<file path="src/rtl/core/chash_pkg.sv">
// ---------------------------------------------------------------------------
// chash_pkg
// Shared constants, types and the remainder step for the name hash block.
// ---------------------------------------------------------------------------
`timescale 1ns / 1ps

package chash_pkg;

  localparam int HASH_BYTES_DEF = 8;
  localparam int ACC_W          = 32;

  // Finalization moduli and the widths of their remainders.
  localparam int MOD_A   = 20117;
  localparam int MOD_B   = 1217;
  localparam int MOD_C   = 157;
  localparam int REM_A_W = 15;
  localparam int REM_B_W = 11;
  localparam int REM_C_W = 8;
  localparam int REM_W   = 16;

  // Remainders are built four accumulator bits per cycle, MSB first.
  localparam int NIB_W     = 4;
  localparam int NIB_STEPS = ACC_W / NIB_W;
  localparam int STEP_W    = $clog2(NIB_STEPS);

  localparam int Q_DEPTH = 2;

  typedef enum logic [1:0] {
    FIN_IDLE,
    FIN_CALC,
    FIN_EMIT
  } fin_state_t;

  typedef struct packed {
    logic full;
    logic empty;
  } q_status_t;

  typedef struct packed {
    logic busy;
    logic emit;
  } fin_status_t;

  // Four restoring compare-subtract steps of a remainder by a constant modulus.
  function automatic logic [REM_W-1:0] rem_nibble(input logic [REM_W-1:0] r_in,
                                                  input logic [NIB_W-1:0] nib,
                                                  input logic [REM_W-1:0] m);
    logic [REM_W-1:0] r;
    r = r_in;
    for (int j = NIB_W - 1; j >= 0; j--) begin
      r = {r[REM_W-2:0], nib[j]};
      if (r >= m) begin
        r = r - m;
      end
    end
    return r;
  endfunction

endpackage

</file>
<file path="src/rtl/core/class_name_id_hash.sv">
// ---------------------------------------------------------------------------
// class_name_id_hash
// Streaming name hash: bytes in, HASH_BYTES finalized hash bytes out per name.
// ---------------------------------------------------------------------------
//  Channel | Dir | tdata          | tuser              | tlast
//  s_*     | in  | [7:0] name byte | [0] byte valid     | end of name
//  m_*     | out | [7:0] hash byte | [2:0] byte index   | last hash byte
//
// The front absorbs one word per cycle, while s_tready is high, into the
// HASH_BYTES lane accumulators; the shift amounts of each lane are kept as
// registers that step once per byte. An end-of-name word copies the
// accumulators into a two-entry queue and clears the front in the same
// cycle, so the next name may follow at once. The back loads a name, then
// runs per hash byte eight four-bit remainder steps over the three moduli
// and an emit step, which waits while the output holds an untaken byte;
// s_tready drops only while both queue slots hold unfinished names.
// Reset is synchronous and clears the accumulators, queue and back control.
// ---------------------------------------------------------------------------
`timescale 1ns / 1ps

module class_name_id_hash
  import chash_pkg::*;
#(
  parameter int HASH_BYTES = HASH_BYTES_DEF
) (
  input  logic       clk,
  input  logic       rst,
  input  logic       s_tvalid,
  output logic       s_tready,
  input  logic [7:0] s_tdata,   // [7:0] name_byte
  input  logic       s_tuser,   // [0] byte_valid
  input  logic       s_tlast,   // end_of_name
  output logic       m_tvalid,
  input  logic       m_tready,
  output logic [7:0] m_tdata,   // [7:0] hash_byte
  output logic [2:0] m_tuser,   // [2:0] byte_index
  output logic       m_tlast    // last_byte
);

  logic                        s_accept;
  logic                        push;
  logic                        pop;
  logic [HASH_BYTES*ACC_W-1:0] snapshot;
  logic [HASH_BYTES*ACC_W-1:0] head;
  q_status_t                   q_stat;
  fin_status_t                 fin_stat;

  // The front never waits on anything but queue space.
  assign s_tready = ~q_stat.full;
  assign s_accept = s_tvalid & s_tready;

  chash_front #(
    .HASH_BYTES(HASH_BYTES)
  ) u_front (
    .clk        (clk),
    .rst        (rst),
    .accept     (s_accept),
    .name_byte  (s_tdata),
    .byte_valid (s_tuser),
    .end_of_name(s_tlast),
    .push       (push),
    .snapshot   (snapshot)
  );

  chash_queue #(
    .WIDTH(HASH_BYTES * ACC_W)
  ) u_queue (
    .clk    (clk),
    .rst    (rst),
    .push   (push),
    .wr_data(snapshot),
    .pop    (pop),
    .head   (head),
    .status (q_stat)
  );

  chash_back #(
    .HASH_BYTES(HASH_BYTES)
  ) u_back (
    .clk     (clk),
    .rst     (rst),
    .head    (head),
    .q_status(q_stat),
    .pop     (pop),
    .m_tvalid(m_tvalid),
    .m_tready(m_tready),
    .m_tdata (m_tdata),
    .m_tuser (m_tuser),
    .m_tlast (m_tlast),
    .status  (fin_stat)
  );

`ifndef SYNTH
  // The last byte of a run always carries the final lane index.
  a_last_index: assert property (@(posedge clk) disable iff (rst)
    m_tvalid && m_tlast |-> m_tuser == 3'(HASH_BYTES - 1))
    else $error("last hash byte carries a wrong index");

  // The back only works while its name is still held in the queue.
  a_busy_has_entry: assert property (@(posedge clk) disable iff (rst)
    fin_stat.busy |-> !q_stat.empty)
    else $error("finalizer busy with an empty queue");

  // A finished name is never offered to a full queue.
  a_no_lost_name: assert property (@(posedge clk) disable iff (rst)
    push |-> !q_stat.full)
    else $error("name pushed into a full queue");

  // A byte is emitted only into a free or draining output register.
  a_emit_slot: assert property (@(posedge clk) disable iff (rst)
    fin_stat.emit |-> !m_tvalid || m_tready)
    else $error("hash byte overwrote a waiting output");
`endif

endmodule

</file>
<file path="src/rtl/core/chash_front.sv">
// ---------------------------------------------------------------------------
// chash_front
// Absorbs name bytes into the lane accumulators and hands off finished names.
// ---------------------------------------------------------------------------
`timescale 1ns / 1ps

module chash_front
  import chash_pkg::*;
#(
  parameter int HASH_BYTES = HASH_BYTES_DEF
) (
  input  logic                        clk,
  input  logic                        rst,
  input  logic                        accept,
  input  logic [7:0]                  name_byte,
  input  logic                        byte_valid,
  input  logic                        end_of_name,
  output logic                        push,
  output logic [HASH_BYTES*ACC_W-1:0] snapshot
);

  assign push = accept & end_of_name;

  for (genvar g = 0; g < HASH_BYTES; g++) begin : g_lane
    // Each lane keeps its two shift amounts directly; one more byte position
    // advances them by a fixed step per lane.
    localparam logic [3:0] D1     = 4'((5 * (g + 1)) % 13);
    localparam logic [3:0] S1_RST = 4'((2 * (g + 1) * 5 + 4) % 13);
    localparam logic [3:0] D2     = 4'((3 * (g + 1)) % 11);
    localparam logic [3:0] S2_RST = 4'((2 * (g + 1) * 3 + 2) % 11);

    logic [ACC_W-1:0] acc;
    logic [ACC_W-1:0] acc_next;
    logic [ACC_W-1:0] byte_ext;
    logic [3:0]       sh1;
    logic [3:0]       sh2;
    logic [3:0]       sh1_next;
    logic [3:0]       sh2_next;
    logic [4:0]       sh1_sum;
    logic [4:0]       sh2_sum;
    logic [4:0]       sh2_amt;

    always_comb begin
      byte_ext = {{(ACC_W-8){1'b0}}, name_byte};
      sh2_amt  = {1'b0, sh2} + 5'd13;
      acc_next = byte_valid ? acc + (byte_ext << sh1) + (byte_ext << sh2_amt) : acc;
      sh1_sum  = {1'b0, sh1} + {1'b0, D1};
      sh2_sum  = {1'b0, sh2} + {1'b0, D2};
      sh1_next = (sh1_sum >= 5'd13) ? 4'(sh1_sum - 5'd13) : sh1_sum[3:0];
      sh2_next = (sh2_sum >= 5'd11) ? 4'(sh2_sum - 5'd11) : sh2_sum[3:0];
    end

    always_ff @(posedge clk) begin
      if (rst) begin
        acc <= '0;
        sh1 <= S1_RST;
        sh2 <= S2_RST;
      end else if (accept) begin
        if (end_of_name) begin
          acc <= '0;
          sh1 <= S1_RST;
          sh2 <= S2_RST;
        end else if (byte_valid) begin
          acc <= acc_next;
          sh1 <= sh1_next;
          sh2 <= sh2_next;
        end
      end
    end

    assign snapshot[g*ACC_W +: ACC_W] = acc_next;
  end

endmodule

</file>
<file path="src/rtl/core/chash_queue.sv">
// ---------------------------------------------------------------------------
// chash_queue
// Two-entry queue of finished accumulator sets between front and back.
// ---------------------------------------------------------------------------
`timescale 1ns / 1ps

module chash_queue
  import chash_pkg::*;
#(
  parameter int WIDTH = HASH_BYTES_DEF * ACC_W
) (
  input  logic             clk,
  input  logic             rst,
  input  logic             push,
  input  logic [WIDTH-1:0] wr_data,
  input  logic             pop,
  output logic [WIDTH-1:0] head,
  output q_status_t        status
);

  localparam int PTR_W = (Q_DEPTH > 1) ? $clog2(Q_DEPTH) : 1;
  localparam int CNT_W = $clog2(Q_DEPTH + 1);

  logic [WIDTH-1:0] mem [Q_DEPTH];
  logic [PTR_W-1:0] wr_ptr;
  logic [PTR_W-1:0] rd_ptr;
  logic [CNT_W-1:0] count;
  logic             do_push;
  logic             do_pop;

  assign status.full  = (count == CNT_W'(Q_DEPTH));
  assign status.empty = (count == '0);
  assign do_push      = push & ~status.full;
  assign do_pop       = pop & ~status.empty;
  assign head         = mem[rd_ptr];

  always_ff @(posedge clk) begin
    if (do_push) begin
      mem[wr_ptr] <= wr_data;
    end
  end

  always_ff @(posedge clk) begin
    if (rst) begin
      wr_ptr <= '0;
      rd_ptr <= '0;
      count  <= '0;
    end else begin
      if (do_push) begin
        wr_ptr <= (wr_ptr == PTR_W'(Q_DEPTH - 1)) ? '0 : wr_ptr + PTR_W'(1);
      end
      if (do_pop) begin
        rd_ptr <= (rd_ptr == PTR_W'(Q_DEPTH - 1)) ? '0 : rd_ptr + PTR_W'(1);
      end
      if (do_push && !do_pop) begin
        count <= count + CNT_W'(1);
      end else if (do_pop && !do_push) begin
        count <= count - CNT_W'(1);
      end
    end
  end

endmodule

</file>
<file path="src/rtl/core/chash_back.sv">
// ---------------------------------------------------------------------------
// chash_back
// Finalizes the queued accumulators one lane at a time and emits hash bytes.
// ---------------------------------------------------------------------------
`timescale 1ns / 1ps

module chash_back
  import chash_pkg::*;
#(
  parameter int HASH_BYTES = HASH_BYTES_DEF
) (
  input  logic                        clk,
  input  logic                        rst,
  input  logic [HASH_BYTES*ACC_W-1:0] head,
  input  q_status_t                   q_status,
  output logic                        pop,
  output logic                        m_tvalid,
  input  logic                        m_tready,
  output logic [7:0]                  m_tdata,
  output logic [2:0]                  m_tuser,
  output logic                        m_tlast,
  output fin_status_t                 status
);

  localparam int LANE_W = (HASH_BYTES > 1) ? $clog2(HASH_BYTES) : 1;

  fin_state_t          state;
  fin_state_t          state_next;
  logic [LANE_W-1:0]   lane;
  logic [LANE_W-1:0]   lane_inc;
  logic [STEP_W-1:0]   step;
  logic [ACC_W-1:0]    cur;
  logic [REM_A_W-1:0]  rem_a;
  logic [REM_B_W-1:0]  rem_b;
  logic [REM_C_W-1:0]  rem_c;
  logic [7:0]          hash_sum;
  logic                lane_last;
  logic                step_last;
  logic                start;
  logic                calc;
  logic                fire;

  assign lane_inc  = lane + LANE_W'(1);
  assign lane_last = (lane == LANE_W'(HASH_BYTES - 1));
  assign step_last = (step == STEP_W'(NIB_STEPS - 1));
  assign hash_sum  = rem_a[7:0] + rem_b[7:0] + rem_c;

  always_comb begin
    state_next = state;
    case (state)
      FIN_IDLE: begin
        if (!q_status.empty) begin
          state_next = FIN_CALC;
        end
      end
      FIN_CALC: begin
        if (step_last) begin
          state_next = FIN_EMIT;
        end
      end
      FIN_EMIT: begin
        if (!m_tvalid || m_tready) begin
          state_next = lane_last ? FIN_IDLE : FIN_CALC;
        end
      end
      default: state_next = FIN_IDLE;
    endcase
  end

  always_comb begin
    start = 1'b0;
    calc  = 1'b0;
    fire  = 1'b0;
    case (state)
      FIN_IDLE: start = ~q_status.empty;
      FIN_CALC: calc  = 1'b1;
      FIN_EMIT: fire  = ~m_tvalid | m_tready;
      default: begin
        start = 1'b0;
      end
    endcase
  end

  assign pop         = fire & lane_last;
  assign status.busy = (state != FIN_IDLE);
  assign status.emit = fire;

  always_ff @(posedge clk) begin
    if (rst) begin
      state <= FIN_IDLE;
      lane  <= '0;
      step  <= '0;
    end else begin
      state <= state_next;
      if (start) begin
        lane <= '0;
        step <= '0;
      end else if (calc) begin
        step <= step + STEP_W'(1);
      end else if (fire && !lane_last) begin
        lane <= lane_inc;
        step <= '0;
      end
    end
  end

  always_ff @(posedge clk) begin
    if (start) begin
      cur   <= head[0 +: ACC_W];
      rem_a <= '0;
      rem_b <= '0;
      rem_c <= '0;
    end else if (calc) begin
      rem_a <= REM_A_W'(rem_nibble(REM_W'(rem_a), cur[ACC_W-1 -: NIB_W], REM_W'(MOD_A)));
      rem_b <= REM_B_W'(rem_nibble(REM_W'(rem_b), cur[ACC_W-1 -: NIB_W], REM_W'(MOD_B)));
      rem_c <= REM_C_W'(rem_nibble(REM_W'(rem_c), cur[ACC_W-1 -: NIB_W], REM_W'(MOD_C)));
      cur   <= cur << NIB_W;
    end else if (fire && !lane_last) begin
      cur   <= head[lane_inc*ACC_W +: ACC_W];
      rem_a <= '0;
      rem_b <= '0;
      rem_c <= '0;
    end
  end

  // Output register: the next lane computes while this byte waits.
  always_ff @(posedge clk) begin
    if (rst) begin
      m_tvalid <= 1'b0;
    end else if (fire) begin
      m_tvalid <= 1'b1;
    end else if (m_tready) begin
      m_tvalid <= 1'b0;
    end
  end

  always_ff @(posedge clk) begin
    if (fire) begin
      m_tdata <= hash_sum;
      m_tuser <= 3'(lane);
      m_tlast <= lane_last;
    end
  end

endmodule

</file>
<file path="config.mk">
export PLATFORM = sky130hd
export DESIGN_NAME = class_name_id_hash
export DESIGN_NICKNAME = d
export VERILOG_FILES = /design/src/rtl/core/chash_pkg.sv /design/src/rtl/core/class_name_id_hash.sv /design/src/rtl/core/chash_front.sv /design/src/rtl/core/chash_queue.sv /design/src/rtl/core/chash_back.sv
export SDC_FILE = /design/constraint.sdc
export NUM_CORES = 2
export LEC_CHECK = 0
export BUFFER_PORTS_ARGS = -buffer_cell sky130_fd_sc_hd__buf_2
export CELL_PAD_IN_SITES_DETAIL_PLACEMENT = 1
export CELL_PAD_IN_SITES_GLOBAL_PLACEMENT = 1
export CORE_UTILIZATION = 56
export CTS_BUF_LIST = sky130_fd_sc_hd__clkbuf_16
export DETAILED_ROUTE_END_ITERATION = 12
export PLACE_DENSITY_LB_ADDON = 0.1
export SLEW_MARGIN = 10
export SYNTH_ARGS = -nofsm -noshare
export SYNTH_HDL_FRONTEND = slang
export SYNTH_HIERARCHICAL = 1
export SYNTH_SLANG_ARGS = --single-unit
</file>
<file path="constraint.sdc">
create_clock -name clk -period 16.16 [get_ports clk]
set_clock_uncertainty 0.15 [all_clocks]
set_input_delay 0.808 -clock clk [delete_from_list [all_inputs] [get_ports clk]]
set_output_delay 0.808 -clock clk [all_outputs]
set_load 0.01 [all_outputs]
</file>
# --- Yosys cells after proc, flatten, opt, wreduce, memory -nomap -nowiden ---
# Memories as Yosys holds them, arrays and structs flattened. A register that Yosys moved wholly into a read port is not among the register bits.
# Index checks and enable logic that the tools add are counted.
classes:
  add_sub_neg: 76
  multipliers: 0
  n_div: 0
  magnitude_cmp: 28
  eq_ne: 8
  n_shift: 17
  mux: 131
  bitwise_logic: 10
  reduce_logical: 19
op_table:
  columns: ["op", "count"]
  rows:
  - ["two-way mux 32 bit", 27]
  - ["adder 32 bit", 16]
  - ["two-way mux 15 bit", 30]
  - ["variable part select 256 x 9 -> 32 bit", 1]
  - ["<< shifter 8 x 4 -> 32 bit", 8]
  - ["<< shifter 8 x 5 -> 32 bit", 8]
  - ["two-way mux 4 bit", 48]
  - [">= comparator 5 x 4 -> 1 bit, second input constant", 16]
  - ["adder 4 x 4 -> 5 bit, second input constant", 13]
  - [">= comparator 16 x 15 -> 1 bit, second input constant", 4]
  - ["subtractor 4 bit, second input constant", 16]
  - ["subtractor 15 bit, second input constant", 4]
  - [">= comparator 16 x 11 -> 1 bit, second input constant", 3]
  - [">= comparator 16 x 8 -> 1 bit, second input constant", 3]
  - ["two-way mux 11 bit", 3]
  - ["adder 4 x 3 -> 5 bit, second input constant", 6]
  - ["subtractor 15 x 11 -> 15 bit, second input constant", 2]
  - ["subtractor 15 x 8 -> 15 bit, second input constant", 2]
  - ["two-way mux 8 bit", 3]
  - ["adder 8 bit", 2]
  - ["adder 4 x 2 -> 5 bit, second input constant", 3]
  - ["subtractor 12 x 11 -> 13 bit, second input constant", 1]
  - [">= comparator 12 x 11 -> 1 bit, second input constant", 1]
  - ["two-way mux 1 bit", 12]
  - ["29 further kinds", 57]
word_totals:
  register_bits: 411
  latch_bits: 0
  mem_bits_rw: 512
  romBits: 0
  out_inout_bits: 14
  n_memories: 1
memory_table:
  columns: ["name", "words", "width", "read_ports", "rd_ports_with_merged_regs", "wr", "line", "text"]
  rows:
  - ["u_queue.mem", 2, 256, 1, 1, 1, "chash_queue.sv:24", "logic [WIDTH-1:0] mem [Q_DEPTH];"]

# --- Logic depth before layout (Yosys ltp) ---
logic_depth:
  ltp_word: 15
  ltp_mapped: 29

# --- By module ---
# Netlist, hierarchy kept.
by_module_without_submodules:
  columns: ["mod", "n_inst", "cells_each", "area_each_um2"]
  rows:
  - ["chash_front", 1, 5185, 41024.3]
  - ["chash_queue", 1, 821, 18780.5]
  - ["chash_back", 1, 1304, 11451.0]
  - ["class_name_id_hash", 1, 2, 10.0]

# --- Worst setup path after synthesis ---
# No wires, ideal clock.
synth_timing:
  kind: "in2reg"
  start: "in s_tvalid"
  end: "mem u_queue/mem[1][0] (netlist bit), enable pin"
  setup_ns: 0.650
  arrival_ns: 7.401
  required_ns: 15.360
  setup_slack_ns: 7.959
  stages: 6
  path_buffers: 1
  path_cell_list: "nor2b_1 clkbuf_1 and2_1 inv_1 nor2_1 and2_1"
synth_between:
  elab_chain_len: 5
synth_rtl:
  columns: ["item", "line", "text"]
  rows:
  - ["from (decl)", "class_name_id_hash.sv:28", "input logic s_tvalid,"]
  - ["bitwise AND 1 bit", "class_name_id_hash.sv:50", "assign s_accept = s_tvalid & s_tready;"]
  - ["bitwise AND 1 bit", "chash_front.sv:22", "assign push = accept & end_of_name;"]
  - ["via push", "class_name_id_hash.sv:41", "logic push;"]
  - ["bitwise AND 1 bit", "chash_queue.sv:33", "assign do_push = push & ~status.full;"]
  - ["via u_queue.do_push", "chash_queue.sv:28", "logic do_push;"]
  - ["two-way mux 1 bit", "chash_queue.sv:38", "if (do_push) begin"]
  - ["two-way mux 1 bit (not written as such)", "chash_queue.sv:39", "mem[wr_ptr] <= wr_data;"]
  - ["to (decl)", "chash_queue.sv:24", null]
# The timed path passes the listed nets, and every way through them passes these cells.

# --- Final worst setup path ---
layout_timing:
  start: "reg u_back.cur[31]"
  end: "reg u_back.rem_a[6]"
layout_between:
  elab_chain_len: 15
  word_cells_on_any_way: 19
layout_rtl:
  columns: ["item", "line", "text"]
  rows:
  - ["from (decl)", "chash_back.sv:32", "logic [ACC_W-1:0] cur;"]
  - ["from (signal assigned)", "chash_back.sv:109", "cur <= head[0 +: ACC_W];"]
  - ["from (signal assigned)", "chash_back.sv:117", "cur <= cur << NIB_W;"]
  - ["from (signal assigned)", "chash_back.sv:119", "cur <= head[lane_inc*ACC_W +: ACC_W];"]
  - ["subtractor 15 bit / >= comparator 16 x 15 -> 1 bit (equally long branches)", "chash_pkg.sv:53, chash_pkg.sv:52", null]
  - ["two-way mux 15 bit *", "chash_pkg.sv:52", "if (r >= m) begin"]
  - ["two-way mux 15 bit *", "chash_back.sv:113", "end else if (calc) begin"]
  - ["two-way mux 15 bit *", "chash_back.sv:108", "if (start) begin"]
  - ["subtractor 15 bit / >= comparator 16 x 15 -> 1 bit (equally long branches)", "chash_pkg.sv:53, chash_pkg.sv:52", null]
  - ["two-way mux 15 bit *", "chash_pkg.sv:52", null]
  - ["two-way mux 15 bit *", "chash_back.sv:113", null]
  - ["two-way mux 15 bit *", "chash_back.sv:108", null]
  - ["subtractor 15 bit / >= comparator 16 x 15 -> 1 bit (equally long branches)", "chash_pkg.sv:53, chash_pkg.sv:52", null]
  - ["two-way mux 15 bit *", "chash_pkg.sv:52", null]
  - ["two-way mux 15 bit *", "chash_back.sv:113", null]
  - ["two-way mux 15 bit *", "chash_back.sv:108", null]
  - ["subtractor 15 bit / >= comparator 16 x 15 -> 1 bit (equally long branches)", "chash_pkg.sv:53, chash_pkg.sv:52", null]
  - ["two-way mux 15 bit *", "chash_pkg.sv:52", null]
  - ["two-way mux 15 bit *", "chash_back.sv:113", null]
  - ["to (signal assigned)", "chash_back.sv:114", "rem_a <= REM_A_W'(rem_nibble(REM_W'(rem_a), cur[ACC_W-1 -: NIB_W], REM_W'(MOD_A)));"]
  - ["to (decl)", "chash_back.sv:33", "logic [REM_A_W-1:0] rem_a;"]
# Mark *: on every way between the ends. The rest lies on a longest branch, timed or not. The select of a mux whose other input is x is not followed.
# A chain may end at the register's enable or synchronous reset.

==> flow_summary.yaml <==
outcome:
  status: "complete, no violations"
die:
  die_h_um: 359
  rows: 130
  core_area_sq_um: 126000
  die-width_um: 359
  num_io_pins: 28
  die-area_sq_um: 129000
  initial_core_util_pct: 56.6
logic_synthesis:
  ys_warn_count: 6
  synthCells: 7311
  syn-cell-area_sq_um: 71300
  syn_avg_cell_area_sq_um: 9.75
clock_network:
  root_buffer: "clkbuf_16"
  ctsHoldBuffers: 0
  htree_levels: 3
  cts_tree: "yes"
  clk_latency_ns: 0.74
  cts.repair.resized: 0
  clkSlewWorstSetupHoldPaths_ns: 0.06
  cts_made_buffers: 101
  clk_path_buf_depth: 3
  cts.sinks: 924
  post_cts_buffers: 0
place:
  gp_congestion: 0.954
  port_buffers: 27
  dp_hpwl_um: 177000
routing:
  antenna_left: 0
  post_drt_wl_per_cell_um: 28.4
  dr_total_vias: 59800
  drtPass1Iterations: 6
  drc: 0
  via_per_inst: 6.77
  drtIter0Drc: 5738
  wl_um: 251000
power:
  peakVddDrop_mv: 0.0966
  leakagePower_nw: 30.2
  p_per_area_nw_per_um2: 125
sta:
  drv_slew: 0
  timing.final.crit_share_pct: 56.7
  tightest_slew_ns: 1.20
  finalSetupTns_ns: 0
  hold_viol: 0
  slew-limit-headroom_pct: 19.2
  rsz0062_at_grt: "no"
  period_minus_slack_ns: 9.17
  fmax_ghz: 0.109
  setup_viol: 0
worst_setup_path:
  start_kind: "register"
  cp.required_ns: 16.62
  crit_fanout: 18
  endpoint_kind: "register"
  cp_data_arrival_time_ns: 9.63
  crit_type: "reg -> reg"
grt:
  grt_use_met1_pct: 49.6
  use_met3_pct: 6.54
  grt_max_degree: 123
  antenna_found_initial: 13
  grt_usage_pct: 38.3
  met2_usage_pct: 63.2
  grt_pass1_vias: 61100
  grt_pass1_wl_um: 376000
  grt.busiest_layer: "met2"
  grt-ovfl-total: 0
finish:
  area_growth_pct: 6.25
  fin_util_pct: 60.1
  nNetsFinal: 7703
  drive_gt1_share_pct: 13.7
worst_hold_path:
  hold_path_class: "in -> reg"
flow_run:
  drv_cap: 0
[registers in the layout, indices dropped and copies added (netlist names), named ones only]
name                cells
u_queue/mem           512
u_front/g_lane.acc    256
u_back/cur             32
u_front/g_lane.sh1     32
u_front/g_lane.sh2     32
u_back/rem_a           15
u_back/rem_b           11
u_back/m_tdata          8
u_back/rem_c            8
u_back/lane             3
u_back/m_tuser          3
u_back/step             3
u_back/state            2
u_queue/count           2
u_back/m_tlast          1
u_back/m_tvalid         1
u_queue/rd_ptr          1
u_queue/wr_ptr          1
[worst paths after layout]
path | start | endpoint | slack (ns) | cells past startpoint
setup / recovery | u_back/cur[31] | u_back/rem_a[6] | 6.99 | 25
hold / removal | m_tready | u_back/m_tvalid | 0.32 | 3
setup reg to reg | u_back/cur[31] | u_back/rem_a[6] | 6.99 | 25
hold reg to reg | u_back/lane[1] | u_back/m_tuser[1] | 0.32 | 0
[stage by stage]
stage / cells / worst slack [ns] / total power [mW] / hold WS (ns) / cell area [sq um]
2_1_floorplan: 7338 / 7.96 / 5.87 / 0.284 / 71400
3_3_place_gp: 8640 / 7.18 / 6.82 / 0.301 / 72300
3_5_place_dp: 8640 / 7.03 / 6.95 / 0.315 / 72300
4_1_cts: 8832 / 7.01 / 9.44 / 0.281 / 75700
5_1_grt: 8832 / 6.34 / 9.92 / 0.323 / 75700
6_report: 8837 / 6.99 / 9.48 / 0.318 / 75700
[where the power goes]
part	internal (mW)	leakage (nW)	switching, mW	total [mW]
clock network	1.35	1.72	1.09	2.44
registers	2.72	8.19	0.207	2.93
logic	1.49	20.3	2.62	4.10
[critical path: stages (launching register included)]
cell and delay [ns]:
edfxtp_1 0.80, clkinv_1 0.51, ha_1 0.39, nand2b_1 0.16
a211o_1 0.22, a21oi_2 0.13, nor2_1 0.50, xnor2_1 0.26
ha_1 0.29, nor4_1 0.66, a2111oi_2 0.14, o31ai_4 0.33
or2_4 0.28, a21oi_1 0.11, nor2_1 0.22, ha_1 0.27
a211oi_1 0.09, a211o_1 0.44, o21ai_2 0.33, a21o_1 0.55
mux2_2 0.45, o21a_2 0.28, o31ai_4 0.44, a211oi_4 0.23
or4_1 0.55, a32o_1 0.27
[cells in the final DEF (no fill, tap or decap), drive strengths merged, types with 26 or more instances in the layout]
master and instances:
a211oi 80, a21o 157, a21oi 484, a22o 150, a22oi 176, a31oi 65, and2 63, and3 80
buf 98, clkbuf 102, clkinv 62, conb 28, dfxtp 368, edfxtp 556, fa 200, ha 396
inv 198, mux2 516, mux2i 149, mux4 85, nand2 459, nand2b 66, nand3 155, nand4 33
nor2 741, nor2b 88, nor3 127, nor4 28, o211ai 40, o21a 46, o21ai 392, o21bai 37
o22a 26, o22ai 96, o31ai 35, or2 40, or3 53, xnor2 277, xor2 117
[metal layers]
layer | up-vias | part of all wire (%)
met5 | - | 0.011
met4 | 4 | 4.5
met3 | 504 | 7.4
met2 | 2386 | 47
met1 | 30200 | 41
li1 | 26700 | -
[cell type report]
cell class,count,area [sq um]
multi-input combinational,5781,44700
fill,13800,50200
clock inverter,90,883
clock buffer,102,2550
timing repair buffer,98,697
inverter,187,709
sequential,924,24100
tap,1650,2060
antenna,5,12.5
No activity file was read; power rests on OpenSTA's default activity.
